### config.mk
export PLATFORM = sky130hd
export DESIGN_NAME = sha256_stream_hash_flat
export DESIGN_NICKNAME = d
export VERILOG_FILES = /design/src/hw/rtl/sha256_pkg.sv /design/src/hw/rtl/sha256_ifs.sv /design/src/hw/rtl/sha256_ram.sv /design/src/hw/rtl/sha256_core.sv /design/src/hw/rtl/sha256_stream_hash.sv /design/src/flat_wrapper.sv
export SDC_FILE = /design/constraint.sdc
export NUM_CORES = 2
export LEC_CHECK = 0
export ABC_AREA = 1
export BUFFER_PORTS_ARGS = -buffer_cell sky130_fd_sc_hd__buf_2
export CORE_MARGIN = 2
export CORE_UTILIZATION = 30
export DETAILED_ROUTE_END_ITERATION = 8
export PLACE_DENSITY_LB_ADDON = 0.08
export SLEW_MARGIN = 5
export SYNTH_ARGS = -nofsm -noshare
export SYNTH_HDL_FRONTEND = slang
export SYNTH_HIERARCHICAL = 1
export SYNTH_SLANG_ARGS = --single-unit
### constraint.sdc
create_clock -name clk -period 26.8 [get_ports clk]
set_clock_uncertainty 0.2 [all_clocks]
set_input_delay 2.68 -clock clk [delete_from_list [all_inputs] [get_ports clk]]
set_output_delay 2.68 -clock clk [all_outputs]
set_load 0.1 [all_outputs]
### src/hw/rtl/sha256_pkg.sv
// sha256_pkg: shared types, constants and tables for the sha256 stream hasher
// used by the modules sha256_core and sha256_stream_hash
// depends on nothing
package sha256_pkg;

  localparam int WORD_W      = 32;
  localparam int BUF_DEPTH   = 16;   // 32-bit words in one 64-byte block
  localparam int CHAIN_DEPTH = 8;    // chaining words
  localparam int ROUNDS      = 64;
  localparam int BLK_CNT_W   = 55;   // message length in whole blocks (64 - 9 bits)

  // round constants
  localparam logic [31:0] K_TABLE [ROUNDS] = '{
    32'h428a2f98, 32'h71374491, 32'hb5c0fbcf, 32'he9b5dba5,
    32'h3956c25b, 32'h59f111f1, 32'h923f82a4, 32'hab1c5ed5,
    32'hd807aa98, 32'h12835b01, 32'h243185be, 32'h550c7dc3,
    32'h72be5d74, 32'h80deb1fe, 32'h9bdc06a7, 32'hc19bf174,
    32'he49b69c1, 32'hefbe4786, 32'h0fc19dc6, 32'h240ca1cc,
    32'h2de92c6f, 32'h4a7484aa, 32'h5cb0a9dc, 32'h76f988da,
    32'h983e5152, 32'ha831c66d, 32'hb00327c8, 32'hbf597fc7,
    32'hc6e00bf3, 32'hd5a79147, 32'h06ca6351, 32'h14292967,
    32'h27b70a85, 32'h2e1b2138, 32'h4d2c6dfc, 32'h53380d13,
    32'h650a7354, 32'h766a0abb, 32'h81c2c92e, 32'h92722c85,
    32'ha2bfe8a1, 32'ha81a664b, 32'hc24b8b70, 32'hc76c51a3,
    32'hd192e819, 32'hd6990624, 32'hf40e3585, 32'h106aa070,
    32'h19a4c116, 32'h1e376c08, 32'h2748774c, 32'h34b0bcb5,
    32'h391c0cb3, 32'h4ed8aa4a, 32'h5b9cca4f, 32'h682e6ff3,
    32'h748f82ee, 32'h78a5636f, 32'h84c87814, 32'h8cc70208,
    32'h90befffa, 32'ha4506ceb, 32'hbef9a3f7, 32'hc67178f2
  };

  // initial hash values
  localparam logic [31:0] IV_TABLE [CHAIN_DEPTH] = '{
    32'h6a09e667, 32'hbb67ae85, 32'h3c6ef372, 32'ha54ff53a,
    32'h510e527f, 32'h9b05688c, 32'h1f83d9ab, 32'h5be0cd19
  };

  localparam logic [7:0] PAD_BYTE = 8'h80;

  typedef enum logic [2:0] {
    S_IDLE,
    S_PAD,
    S_LOAD,
    S_ROUND,
    S_UPDATE,
    S_OUT
  } st_t;

  // sequencer controls for the round datapath
  typedef struct packed {
    logic       load_var;    // shift a chaining word into the working variables
    logic       rot_var;     // rotate working variables during chain update
    logic       run_round;   // one compression round
    logic       sched_load;  // shift a block word into the schedule
    logic       sched_calc;  // shift a computed schedule word
    logic [5:0] round_idx;
  } core_ctrl_t;

endpackage

### src/hw/rtl/sha256_ifs.sv
// sha256_ifs: valid/ready channel interfaces for message bytes and digest words
// no dependencies
interface sha256_in_if;
  logic       valid;
  logic       ready;
  logic [7:0] data_byte;
  logic       byte_present;
  logic       end_of_message;

  modport source (output valid, output data_byte, output byte_present,
                  output end_of_message, input ready);
  modport sink   (input valid, input data_byte, input byte_present,
                  input end_of_message, output ready);
endinterface

interface sha256_out_if;
  logic        valid;
  logic        ready;
  logic [31:0] digest_word;
  logic [2:0]  word_index;
  logic        last_word;

  modport source (output valid, output digest_word, output word_index,
                  output last_word, input ready);
  modport sink   (input valid, input digest_word, input word_index,
                  input last_word, output ready);
endinterface

### src/hw/rtl/sha256_ram.sv
// sha256_ram: generic single-write, single-read ram with registered read data
// no dependencies
module sha256_ram #(
  parameter int WIDTH = 32,
  parameter int DEPTH = 16,
  localparam int AW = $clog2(DEPTH)
) (
  input  logic             clk,
  input  logic             we,
  input  logic [AW-1:0]    waddr,
  input  logic [WIDTH-1:0] wdata,
  input  logic [AW-1:0]    raddr,
  output logic [WIDTH-1:0] rdata
);

  logic [WIDTH-1:0] mem [DEPTH];

  // write port and registered read port
  always_ff @(posedge clk) begin
    if (we) begin
      mem[waddr] <= wdata;
    end
    rdata <= mem[raddr];
  end

endmodule

### src/hw/rtl/sha256_core.sv
// sha256_core: working variables, 16-word message schedule and one round per cycle
// depends on sha256_pkg
module sha256_core import sha256_pkg::*; (
  input  logic              clk,
  input  core_ctrl_t        ctrl,
  input  logic [WORD_W-1:0] chain_rd,
  input  logic [WORD_W-1:0] word_in,
  output logic [WORD_W-1:0] a_out
);

  logic [WORD_W-1:0] a, b, c, d, e, f, g, h;
  logic [WORD_W-1:0] sched [BUF_DEPTH];
  logic [WORD_W-1:0] t1, t2, w_new, sched_in;

  function automatic logic [31:0] rotr(input logic [31:0] x, input int n);
    rotr = (x >> n) | (x << (32 - n));
  endfunction

  // round function
  always_comb begin
    t1 = h + (rotr(e, 6) ^ rotr(e, 11) ^ rotr(e, 25)) + ((e & f) ^ (~e & g))
         + K_TABLE[ctrl.round_idx] + sched[BUF_DEPTH-1];
    t2 = (rotr(a, 2) ^ rotr(a, 13) ^ rotr(a, 22)) + ((a & b) ^ (a & c) ^ (b & c));
  end

  // next schedule word from the 16-word window
  always_comb begin
    w_new = (rotr(sched[14], 17) ^ rotr(sched[14], 19) ^ (sched[14] >> 10))
            + sched[9]
            + (rotr(sched[1], 7) ^ rotr(sched[1], 18) ^ (sched[1] >> 3))
            + sched[0];
    sched_in = ctrl.sched_calc ? w_new : word_in;
  end

  // working variables
  always_ff @(posedge clk) begin
    if (ctrl.load_var) begin
      a <= b; b <= c; c <= d; d <= e; e <= f; f <= g; g <= h; h <= chain_rd;
    end else if (ctrl.rot_var) begin
      a <= b; b <= c; c <= d; d <= e; e <= f; f <= g; g <= h; h <= a;
    end else if (ctrl.run_round) begin
      h <= g; g <= f; f <= e; e <= d + t1;
      d <= c; c <= b; b <= a; a <= t1 + t2;
    end
  end

  // schedule window, newest word at the top
  always_ff @(posedge clk) begin
    if (ctrl.sched_load || ctrl.sched_calc) begin
      for (int i = 0; i < BUF_DEPTH - 1; i++) begin
        sched[i] <= sched[i+1];
      end
      sched[BUF_DEPTH-1] <= sched_in;
    end
  end

  assign a_out = a;

endmodule

### src/hw/rtl/sha256_stream_hash.sv
// Streaming SHA-256 hasher. Message bytes arrive one per transaction on msg;
// a transaction with end_of_message set (with or without a byte) pads the
// message, runs the final block or blocks and returns the digest as eight
// transactions on digest, word 0 (most significant) first, then restarts for
// the next message. Bytes are taken one per cycle while the block is idle.
// Completing a 64-byte block reads the chaining RAM into the working
// variables, runs 64 rounds of the single round unit, then adds back and
// writes the chaining RAM through its single write port. A finish adds a
// padding step and one final block (two when the length spills into a
// second block), then reads each digest word through the chaining RAM read port.
// Block data lives in a 16x32 RAM, chaining words in an 8x32 RAM.
// depends on sha256_pkg, sha256_ifs, sha256_ram, sha256_core
module sha256_stream_hash import sha256_pkg::*; (
  input  logic         clk,
  input  logic         rst,
  sha256_in_if.sink    msg,
  sha256_out_if.source digest
);

  st_t                  state, state_next;
  logic [5:0]           cnt;
  logic [5:0]           fill;
  logic [23:0]          acc;
  logic [BLK_CNT_W-1:0] blk_count;
  logic                 fresh;
  logic                 has_pad;
  logic                 has_len;
  logic                 fin_pend;
  logic                 rd_ok;
  logic [2:0]           chain_raddr_q;
  logic [3:0]           buf_raddr_q;

  logic                 out_valid;
  logic [WORD_W-1:0]    out_word;
  logic [2:0]           out_index;
  logic                 out_last;

  logic                 in_acc;
  logic                 out_load;
  logic                 count_en;

  logic                 chain_we;
  logic [2:0]           chain_waddr, chain_raddr;
  logic [WORD_W-1:0]    chain_wdata, chain_rdata, chain_rd;
  logic                 buf_we;
  logic [3:0]           buf_waddr, buf_raddr;
  logic [WORD_W-1:0]    buf_wdata, buf_rdata, word_in;
  logic [63:0]          msg_len;
  logic [WORD_W-1:0]    pad_word;
  core_ctrl_t           core_ctrl;
  logic [WORD_W-1:0]    a_out;

  // chaining words and block buffer
  sha256_ram #(.WIDTH(WORD_W), .DEPTH(CHAIN_DEPTH)) u_chain_ram (
    .clk   (clk),
    .we    (chain_we),
    .waddr (chain_waddr),
    .wdata (chain_wdata),
    .raddr (chain_raddr),
    .rdata (chain_rdata)
  );

  sha256_ram #(.WIDTH(WORD_W), .DEPTH(BUF_DEPTH)) u_buf_ram (
    .clk   (clk),
    .we    (buf_we),
    .waddr (buf_waddr),
    .wdata (buf_wdata),
    .raddr (buf_raddr),
    .rdata (buf_rdata)
  );

  sha256_core u_core (
    .clk      (clk),
    .ctrl     (core_ctrl),
    .chain_rd (chain_rd),
    .word_in  (word_in),
    .a_out    (a_out)
  );

  // chaining RAM reads as the initial hash until the message's first block is written back
  assign chain_rd = fresh ? IV_TABLE[chain_raddr_q] : chain_rdata;

  // padding and length words; the length is a whole number of blocks plus the fill
  assign msg_len = {blk_count, fill, 3'b000};

  always_comb begin
    case (fill[1:0])
      2'd0:    pad_word = {PAD_BYTE, 24'h0};
      2'd1:    pad_word = {acc[7:0], PAD_BYTE, 16'h0};
      2'd2:    pad_word = {acc[15:0], PAD_BYTE, 8'h0};
      default: pad_word = {acc[23:0], PAD_BYTE};
    endcase
  end

  // block word source: buffer, pad word, zero or length
  always_comb begin
    if (!has_pad && !has_len) begin
      word_in = buf_rdata;
    end else if (has_pad && (buf_raddr_q < fill[5:2])) begin
      word_in = buf_rdata;
    end else if (has_pad && (buf_raddr_q == fill[5:2])) begin
      word_in = pad_word;
    end else if (has_len && (buf_raddr_q == 4'd14)) begin
      word_in = msg_len[63:32];
    end else if (has_len && (buf_raddr_q == 4'd15)) begin
      word_in = msg_len[31:0];
    end else begin
      word_in = '0;
    end
  end

  assign in_acc   = msg.valid && msg.ready;
  assign out_load = (state == S_OUT) && rd_ok && (!out_valid || digest.ready);

  // next state
  always_comb begin
    state_next = state;
    case (state)
      S_IDLE: begin
        if (in_acc) begin
          if (msg.byte_present && (fill == 6'd63)) begin
            state_next = S_LOAD;
          end else if (msg.end_of_message) begin
            state_next = S_PAD;
          end
        end
      end
      S_PAD: begin
        state_next = S_LOAD;
      end
      S_LOAD: begin
        if (cnt == 6'd8) begin
          state_next = S_ROUND;
        end
      end
      S_ROUND: begin
        if (cnt == 6'd63) begin
          state_next = S_UPDATE;
        end
      end
      S_UPDATE: begin
        if (cnt == 6'd8) begin
          if (has_len) begin
            state_next = S_OUT;
          end else if (has_pad) begin
            state_next = S_LOAD;
          end else if (fin_pend) begin
            state_next = S_PAD;
          end else begin
            state_next = S_IDLE;
          end
        end
      end
      S_OUT: begin
        if (out_load && (cnt == 6'd7)) begin
          state_next = S_IDLE;
        end
      end
      default: begin
        state_next = S_IDLE;
      end
    endcase
  end

  // datapath and memory controls
  always_comb begin
    msg.ready            = 1'b0;
    count_en             = 1'b0;
    chain_raddr          = cnt[2:0];
    chain_we             = 1'b0;
    chain_waddr          = chain_raddr_q;
    chain_wdata          = a_out + chain_rd;
    buf_we               = 1'b0;
    buf_waddr            = fill[5:2];
    buf_wdata            = {acc, msg.data_byte};
    buf_raddr            = '0;
    core_ctrl            = '0;
    core_ctrl.round_idx  = cnt;
    case (state)
      S_IDLE: begin
        msg.ready = 1'b1;
        buf_we    = in_acc && msg.byte_present && (fill[1:0] == 2'd3);
      end
      S_LOAD: begin
        count_en             = 1'b1;
        buf_raddr            = (cnt == 6'd8) ? 4'd1 : 4'd0;
        core_ctrl.load_var   = (cnt != 6'd0);
        core_ctrl.sched_load = (cnt == 6'd8);
      end
      S_ROUND: begin
        count_en             = 1'b1;
        buf_raddr            = 4'(cnt + 6'd2);
        core_ctrl.run_round  = 1'b1;
        core_ctrl.sched_load = (cnt < 6'd15);
        core_ctrl.sched_calc = (cnt >= 6'd15);
      end
      S_UPDATE: begin
        count_en          = 1'b1;
        chain_we          = (cnt != 6'd0);
        core_ctrl.rot_var = (cnt != 6'd0);
      end
      S_OUT: begin
        count_en = out_load;
      end
      default: begin
        msg.ready = 1'b0;
      end
    endcase
  end

  // state and sequence counter
  always_ff @(posedge clk) begin
    if (rst) begin
      state <= S_IDLE;
      cnt   <= '0;
    end else begin
      state <= state_next;
      if (state_next != state) begin
        cnt <= '0;
      end else if (count_en) begin
        cnt <= cnt + 6'd1;
      end
    end
  end

  // message bookkeeping
  always_ff @(posedge clk) begin
    if (rst) begin
      fill      <= '0;
      blk_count <= '0;
      fresh     <= 1'b1;
      has_pad   <= 1'b0;
      has_len   <= 1'b0;
      fin_pend  <= 1'b0;
    end else begin
      case (state)
        S_IDLE: begin
          if (in_acc && msg.byte_present) begin
            fill <= fill + 6'd1;
            if (fill == 6'd63) begin
              blk_count <= blk_count + BLK_CNT_W'(1);
              has_pad   <= 1'b0;
              has_len   <= 1'b0;
              fin_pend  <= msg.end_of_message;
            end
          end
        end
        S_PAD: begin
          has_pad  <= 1'b1;
          has_len  <= (fill[5:3] != 3'b111);
          fin_pend <= 1'b0;
        end
        S_UPDATE: begin
          if (cnt == 6'd8) begin
            fresh <= 1'b0;
            if (has_pad && !has_len) begin
              has_pad <= 1'b0;
              has_len <= 1'b1;
            end
          end
        end
        S_OUT: begin
          if (out_load && (cnt == 6'd7)) begin
            fill      <= '0;
            blk_count <= '0;
            fresh     <= 1'b1;
            has_pad   <= 1'b0;
            has_len   <= 1'b0;
          end
        end
        default: begin
          fin_pend <= fin_pend;
        end
      endcase
    end
  end

  // partial word of incoming bytes and read address tracking
  always_ff @(posedge clk) begin
    if (in_acc && msg.byte_present) begin
      acc <= {acc[15:0], msg.data_byte};
    end
    chain_raddr_q <= chain_raddr;
    buf_raddr_q   <= buf_raddr;
  end

  // digest read pacing: read data is good in the cycle after the address settles
  always_ff @(posedge clk) begin
    if (rst) begin
      rd_ok <= 1'b0;
    end else begin
      rd_ok <= (state == S_OUT) && !out_load;
    end
  end

  // digest output register
  always_ff @(posedge clk) begin
    if (rst) begin
      out_valid <= 1'b0;
    end else if (out_load) begin
      out_valid <= 1'b1;
    end else if (digest.ready) begin
      out_valid <= 1'b0;
    end
  end

  always_ff @(posedge clk) begin
    if (out_load) begin
      out_word  <= chain_rd;
      out_index <= cnt[2:0];
      out_last  <= (cnt == 6'd7);
    end
  end

  assign digest.valid       = out_valid;
  assign digest.digest_word = out_word;
  assign digest.word_index  = out_index;
  assign digest.last_word   = out_last;

`ifndef SYNTHESIS
  // a digest word other than the last can only be pending while the readout runs
  a_out_in_readout: assert property (@(posedge clk) disable iff (rst)
    (digest.valid && !digest.last_word) |-> (state == S_OUT))
    else $error("digest word pending outside readout");

  // rounds advance one per cycle without a gap
  a_round_step: assert property (@(posedge clk) disable iff (rst)
    (state == S_ROUND && cnt != 6'd63) |=> (state == S_ROUND && cnt == $past(cnt) + 6'd1))
    else $error("round counter skipped");

  // pad and length share a block only when the pad lands before the length words
  a_pad_len_fit: assert property (@(posedge clk) disable iff (rst)
    (has_pad && has_len) |-> (fill[5:3] != 3'b111))
    else $error("pad and length overlap");
`endif

endmodule
### src/flat_wrapper.sv
// flat-port wrapper written by rule: the top's interface ports become plain ports
module sha256_stream_hash_flat import sha256_pkg::*;
  (clk, rst, msg_valid, msg_data_byte, msg_byte_present, msg_end_of_message, msg_ready, digest_valid, digest_digest_word, digest_word_index, digest_last_word, digest_ready);
  sha256_in_if msg_i ();
  sha256_out_if digest_i ();
  input  logic clk;
  input  logic rst;
  input wire logic [$bits(msg_i.valid)-1:0] msg_valid;
  input wire logic [$bits(msg_i.data_byte)-1:0] msg_data_byte;
  input wire logic [$bits(msg_i.byte_present)-1:0] msg_byte_present;
  input wire logic [$bits(msg_i.end_of_message)-1:0] msg_end_of_message;
  output wire logic [$bits(msg_i.ready)-1:0] msg_ready;
  output wire logic [$bits(digest_i.valid)-1:0] digest_valid;
  output wire logic [$bits(digest_i.digest_word)-1:0] digest_digest_word;
  output wire logic [$bits(digest_i.word_index)-1:0] digest_word_index;
  output wire logic [$bits(digest_i.last_word)-1:0] digest_last_word;
  input wire logic [$bits(digest_i.ready)-1:0] digest_ready;
  assign msg_i.valid = msg_valid;
  assign msg_i.data_byte = msg_data_byte;
  assign msg_i.byte_present = msg_byte_present;
  assign msg_i.end_of_message = msg_end_of_message;
  assign msg_ready = msg_i.ready;
  assign digest_valid = digest_i.valid;
  assign digest_digest_word = digest_i.digest_word;
  assign digest_word_index = digest_i.word_index;
  assign digest_last_word = digest_i.last_word;
  assign digest_i.ready = digest_ready;
  sha256_stream_hash u_core (.clk(clk), .rst(rst), .msg(msg_i), .digest(digest_i));
endmodule
* Word level (Yosys, flattened, before mapping)
Memory sizes are Yosys's and may differ from the RTL's. A register that Yosys moved wholly into a read port is not among the register bits. Index checks and enable logic that the tools add are counted.
Storage, ports and cells: flip-flop bits (word level) 399, memory bits (writable) 1280, bits in read-only memories 2304, input port bits 14, output and inout bits 38, word-level logic and storage cells 223, memories 5
Operators by class: $add $sub $neg 15, order comparisons 5, equal/unequal tests 22, mux-type cells 87, bitwise logic cells 29, reduce and logical (&&, ||, !) cells 36
Memory list:
- (name not given) | words 64, bits a word 32, rd ports 1, clocked after memory_dff 0, write ports 0, RTL line sha256_core.sv:22 | + K_TABLE[ctrl.round_idx] + sched[BUF_DEPTH-1];
- u_core.u_buf_ram.mem | words 16, bits a word 32, rd ports 1, clocked after memory_dff 1, write ports 1, RTL line sha256_ram.sv:16 | logic [WIDTH-1:0] mem [DEPTH];
- u_core.u_core.sched | words 16, bits a word 32, rd ports 16, clocked after memory_dff 0, write ports 16, RTL line sha256_core.sv:12 | logic [WORD_W-1:0] sched [BUF_DEPTH];
- (name not given) | words 8, bits a word 32, rd ports 1, clocked after memory_dff 0, write ports 0, RTL line sha256_stream_hash.sv:81 | assign chain_rd = fresh ? IV_TABLE[chain_raddr_q] : chain_rdata;
- u_core.u_chain_ram.mem | words 8, bits a word 32, rd ports 1, clocked after memory_dff 1, write ports 1, RTL line sha256_ram.sv:16
Operator list (number):
- $mux W32 | 35
- $add A32 B32 Y32 | 11
- $xor A32 B32 Y32 | 9
- $mux W55 | 3
- $and A32 B32 Y32 | 5
- $pmux W55 S2 | 1
- $pmux W32 S3 | 1
- $add A55 B1 Y55 const B | 1
- $not A32 Y32 | 1
- $or A10 B32 Y32 | 1
- $or A13 B32 Y32 | 1
- $or A14 B32 Y32 | 1
- $or A15 B32 Y32 | 1
- $or A19 B32 Y32 | 1
- $or A21 B32 Y32 | 1
- $or A25 B32 Y32 | 1
- $or A26 B32 Y32 | 1
- $or A30 B32 Y32 | 1
- $or A7 B32 Y32 | 1
- $xor A32 B22 Y32 | 1
- $xor A32 B29 Y32 | 1
- $mux W1 | 27
- $mux W3 | 9
- $pmux W3 S6 | 1
- 42 further kinds | 78

* Depth between registers and ports, before layout
depth in word-level cells 11, gate-level depth with buffers 43, mapped depth without buffers 42

* Hierarchy
The synthesis kept the hierarchy.
Modules (own cells, without submodules):
- sha256_core | times used 1, cells an instance 4244, area an instance 43952.2 µm², seq. area each 23062.1 µm²
- sha256_ram (u_core.u_buf_ram) | times used 1, cells an instance 2120, area an instance 22730.6 µm², seq. area each 16015.4 µm²
- sha256_ram (u_core.u_chain_ram) | times used 1, cells an instance 1156, area an instance 11872.6 µm², seq. area each 8328.0 µm²
- sha256_stream_hash | times used 1, cells an instance 1649, area an instance 10665.2 µm², seq. area each 3463.3 µm²

* Worst setup path before layout
Ideal clock, no wire load.
path type register to register, start register u_core.cnt[0], end memory u_core.u_core.sched[0][0], enable pin, arrival time 7594 ps, required time 25932 ps, slack 18339 ps, stages on the path, launching flop included 8, buffers on the path 1, path through dfxtp_1 -> ha_1 -> nand2_1 -> nor2_1 -> inv_1 -> a21oi_1 -> clkbuf_1 -> or2_2
RTL lines:
- start, declared | RTL line sha256_stream_hash.sv:21 | logic [5:0] cnt;
- start signal, assigned | RTL line sha256_stream_hash.sv:221 | cnt <= cnt + 6'd1;
- end, declared | RTL line sha256_core.sv:12

* Worst setup path after layout
start register u_core.cnt[0], end register u_core.u_core.a[30], in the netlist u_core/u_core/a_out[30] (data pin)
Between the ends: cells in the longest elaborated chain, start to end 10
Ends and longest elaborated chain:
- $not A6 Y7 (implied by the code) | RTL line sha256_core.sv:22
- $mem_v2 Z64 W32
- $mux W32 (implied by the code) (2 in a row) | RTL line sha256_core.sv:22
- $add A32 B32 Y32 (2 in a row) | RTL line sha256_core.sv:22
- $add A32 B32 Y32 | RTL line sha256_core.sv:43 | d <= c; c <= b; b <= a; a <= t1 + t2;
- $mux W32 | RTL line sha256_core.sv:41 | end else if (ctrl.run_round) begin
- $mux W32 | RTL line sha256_core.sv:39 | end else if (ctrl.rot_var) begin
- $mux W32 (*) | RTL line sha256_core.sv:37 | if (ctrl.load_var) begin
- end signal, assigned | RTL line sha256_core.sv:38 | a <= b; b <= c; c <= d; d <= e; e <= f; f <= g; g <= h; h <= chain_rd;
- end signal, assigned | RTL line sha256_core.sv:40 | a <= b; b <= c; c <= d; d <= e; e <= f; f <= g; g <= h; h <= a;
- end signal, assigned | RTL line sha256_core.sv:43
- end, declared | RTL line sha256_core.sv:11 | logic [WORD_W-1:0] a, b, c, d, e, f, g, h;
Every way passes the cells marked *; elsewhere a longest branch is shown, timed or not. The select of a mux whose other input is x is not followed. A chain may end at the register's enable or synchronous reset.

==> metrics.txt <==
Top FF cell, synth edfxtp_1; DRT Pass-1 Iters 6; routed vias/inst 4.78; largest net degree at the start of global routing 189; Initial Util 0.301; Placed Area 0.0938 mm2; leading area contributor after synthesis edfxtp_1; most frequent CP cell inv_1; clock latency on the worst-skew pair 0.88 ns; crit path capture type register; Post-Synthesis Cells 9169; synthesis-stage register bit count 1743; area share of the largest cell type after synthesis 0.537; setup_tns 0 ns; Pins Over Slew Limit 0; hold wc startpoint u_core/u_core/sched[0][215]$_DFFE_PP_; DRC 0; Antenna Nets Post-Route 0; total gr overflow 0; Combinational Power Share 0.302; area delta synth->final 12.5%; min-delay worst type reg -> reg; Synth Cell Area 0.0892 mm2; register area share after synthesis 0.570; Hold-fix buffers, CTS 0; fillers 30500; CTS buffer count 208; crit path buf inv count 6; dpl hpwl 230000 um; Mapped Avg Cell Area 9.73 um2; CTS Buffer Depth 4; I/O pin cnt 52; post-cts sizing count 0; die area 0.302 mm2; Final nets 9590; Post-synth EDFFs 1596; power per cell area 83.8 mW/mm2; crit path DAT 9.32 ns; Final GP Congestion 0.928; Worst Path Required 27.18 ns; final hold vios 0; Rows 200; htree depth 4; root buffer cell clkbuf_16; Power Internal 5.48 mW; antenna violations before repair 13; Relative slew margins 0.240; asr flop ratio synth 0; Core Footprint 0.296 mm2; CP Max Fanout 15; Sw Ratio 0.349; Setup Buffers After CTS 0; max-capacitance violation count 0; DRT iter0 DRCs 5571; Reg clk slew, reported paths 0.06 ns; CTS tree built; Slowest-stage cell, CP nor2_1; Finished Cell Area 0.100 mm2; first-pass GRT wire length 468000 um; most frequent cell after synthesis nand2_1; # clock sinks 1743; unrepaired setup endpoints after global routing false; post-DR wirelength/cell 24.7 um; wirelength, routed 329000 um; Tot GR Track Use 0.214; final core occ 0.339; number of global-route vias before repair 62500; crit path kind reg -> reg; maximum vdd drop 0.0536 mV; CP startpoint kind register; Area contributors post-synth edfxtp_1 (54%), nand2_1 (10%), inv_1 (6.1%), fa_1 (4.2%), nand3_1 (4.0%); min cycle time layout 8.94 ns; CP peak stage delay 0.69 ns; Critical Path Start u_core/cnt[0]$_SDFFE_PP0P_; die width 549 um; Yosys cell types 68; synth cell count leaders nand2_1 (2391), edfxtp_1 (1596), inv_1 (1439), nand3_1 (721), nor2_1 (504); Clk pwr share 0.330; slew at the pin closest to its max-slew limit 1.14 ns; Final Cycle Share 0.334; FMAX 0.112 GHz; status finished clean; net switching power 2.94 mW; number of setup violations in the final report 0; Via Count 63600; Die Ht 549 um; RR Startpoint u_core/cnt[0]$_SDFFE_PP0P_; share of cells above drive strength 1 0.0636; Reg power frac 0.368; cell leakage power 40.6 nW; I/O Buffers 51; number of synthesis warnings 6; syn nets 9560; CP top delay family adder cells
logic make-up after synthesis:
group	share of synthesized area
adders and majority gates	0.0712
DFF	0.570
xor gates and xnor gates	0.0334
and+or+nand+nor	0.176
AOI/OAI and AO/OA	0.0666
buffers and inverters	0.0823
state kept, by name, indices dropped and copies added, names as in the netlist, 55 cells and up:
| name | count |
|---|---|
| u_core/u_buf_ram/mem | 512 |
| u_core/u_core/sched | 512 |
| u_core/blk_count | 55 |
| u_core/u_chain_ram/mem | 256 |
worst paths after layout:
path | endpoint | slack [ns] | cells past startpoint
worst max-delay path | u_core/u_core/a_out[30]$_DFFE_PP_ | 17.86 | 33
worst min-delay path | u_core/u_core/sched[0][183]$_DFFE_PP_ | 0.17 | 0
worst max register to register | u_core/u_core/a_out[30]$_DFFE_PP_ | 17.86 | 33
worst min register to register | u_core/u_core/sched[0][183]$_DFFE_PP_ | 0.17 | 0
power groups by stage:
stage	combinational, mW	sequential [mW]	clock, mW
after floorplan	1.70	3.14	0
after global placement	2.55	3.16	0
after detailed placement	2.52	3.16	0
after CTS	2.53	3.10	2.88
after global routing	2.83	3.10	2.97
final	2.54	3.10	2.78
layout by cell type (no fill, tap or decap), types with 35 or more instances in the layout:
cell and count:
dfxtp_1 141, nor3_1 54, a21oi_1 372, clkinv_1 46, clkbuf_16 213, edfxtp_1 1596, ha_1 189, nand2_1 2391
nand3_1 721, buf_2 51, clkinv_2 35, nor2_1 477, clkbuf_1 48, fa_1 188, xor2_1 183, nand4_1 83
xnor2_1 157, inv_1 1434, a31oi_1 37, o21ai_0 392, buf_4 118
stage by stage:
stage / hold WS [ns] / power, mW / worst slack [ns] / std cells
3_3_place_gp: 0.200 / 5.70 / 17.84 / 12900
5_1_grt: 0.149 / 8.90 / 17.48 / 13300
3_5_place_dp: 0.205 / 5.67 / 18.04 / 12900
6_report: 0.168 / 8.42 / 17.86 / 13300
2_1_floorplan: 0.200 / 4.84 / 18.34 / 9169
4_1_cts: 0.144 / 8.50 / 17.96 / 13300
layout make-up:
class / count / area, um2 / area share
clock buffers: 267 / 5590 / 0.0557
diodes: 2 / 5.00 / 0.0000499
repair buffers: 173 / 1220 / 0.0122
multi-input cells: 5609 / 31200 / 0.311
flip-flops and latches: 1743 / 50900 / 0.507
clock inverters: 118 / 1010 / 0.0101
well taps: 3939 / 4930 / 0.0491
inverters: 1464 / 5510 / 0.0549
routing by layer:
metal | vias up | global-route usage | part of all wire
met5 | - | 0 | 0
met4 | 0 | 0.0641 | 0.031
met3 | 378 | 0.0190 | 0.035
met2 | 1434 | 0.368 | 0.49
met1 | 31700 | 0.286 | 0.45
li1 | 30100 | - | -
Note: power is estimated with default switching activity, not from simulation.
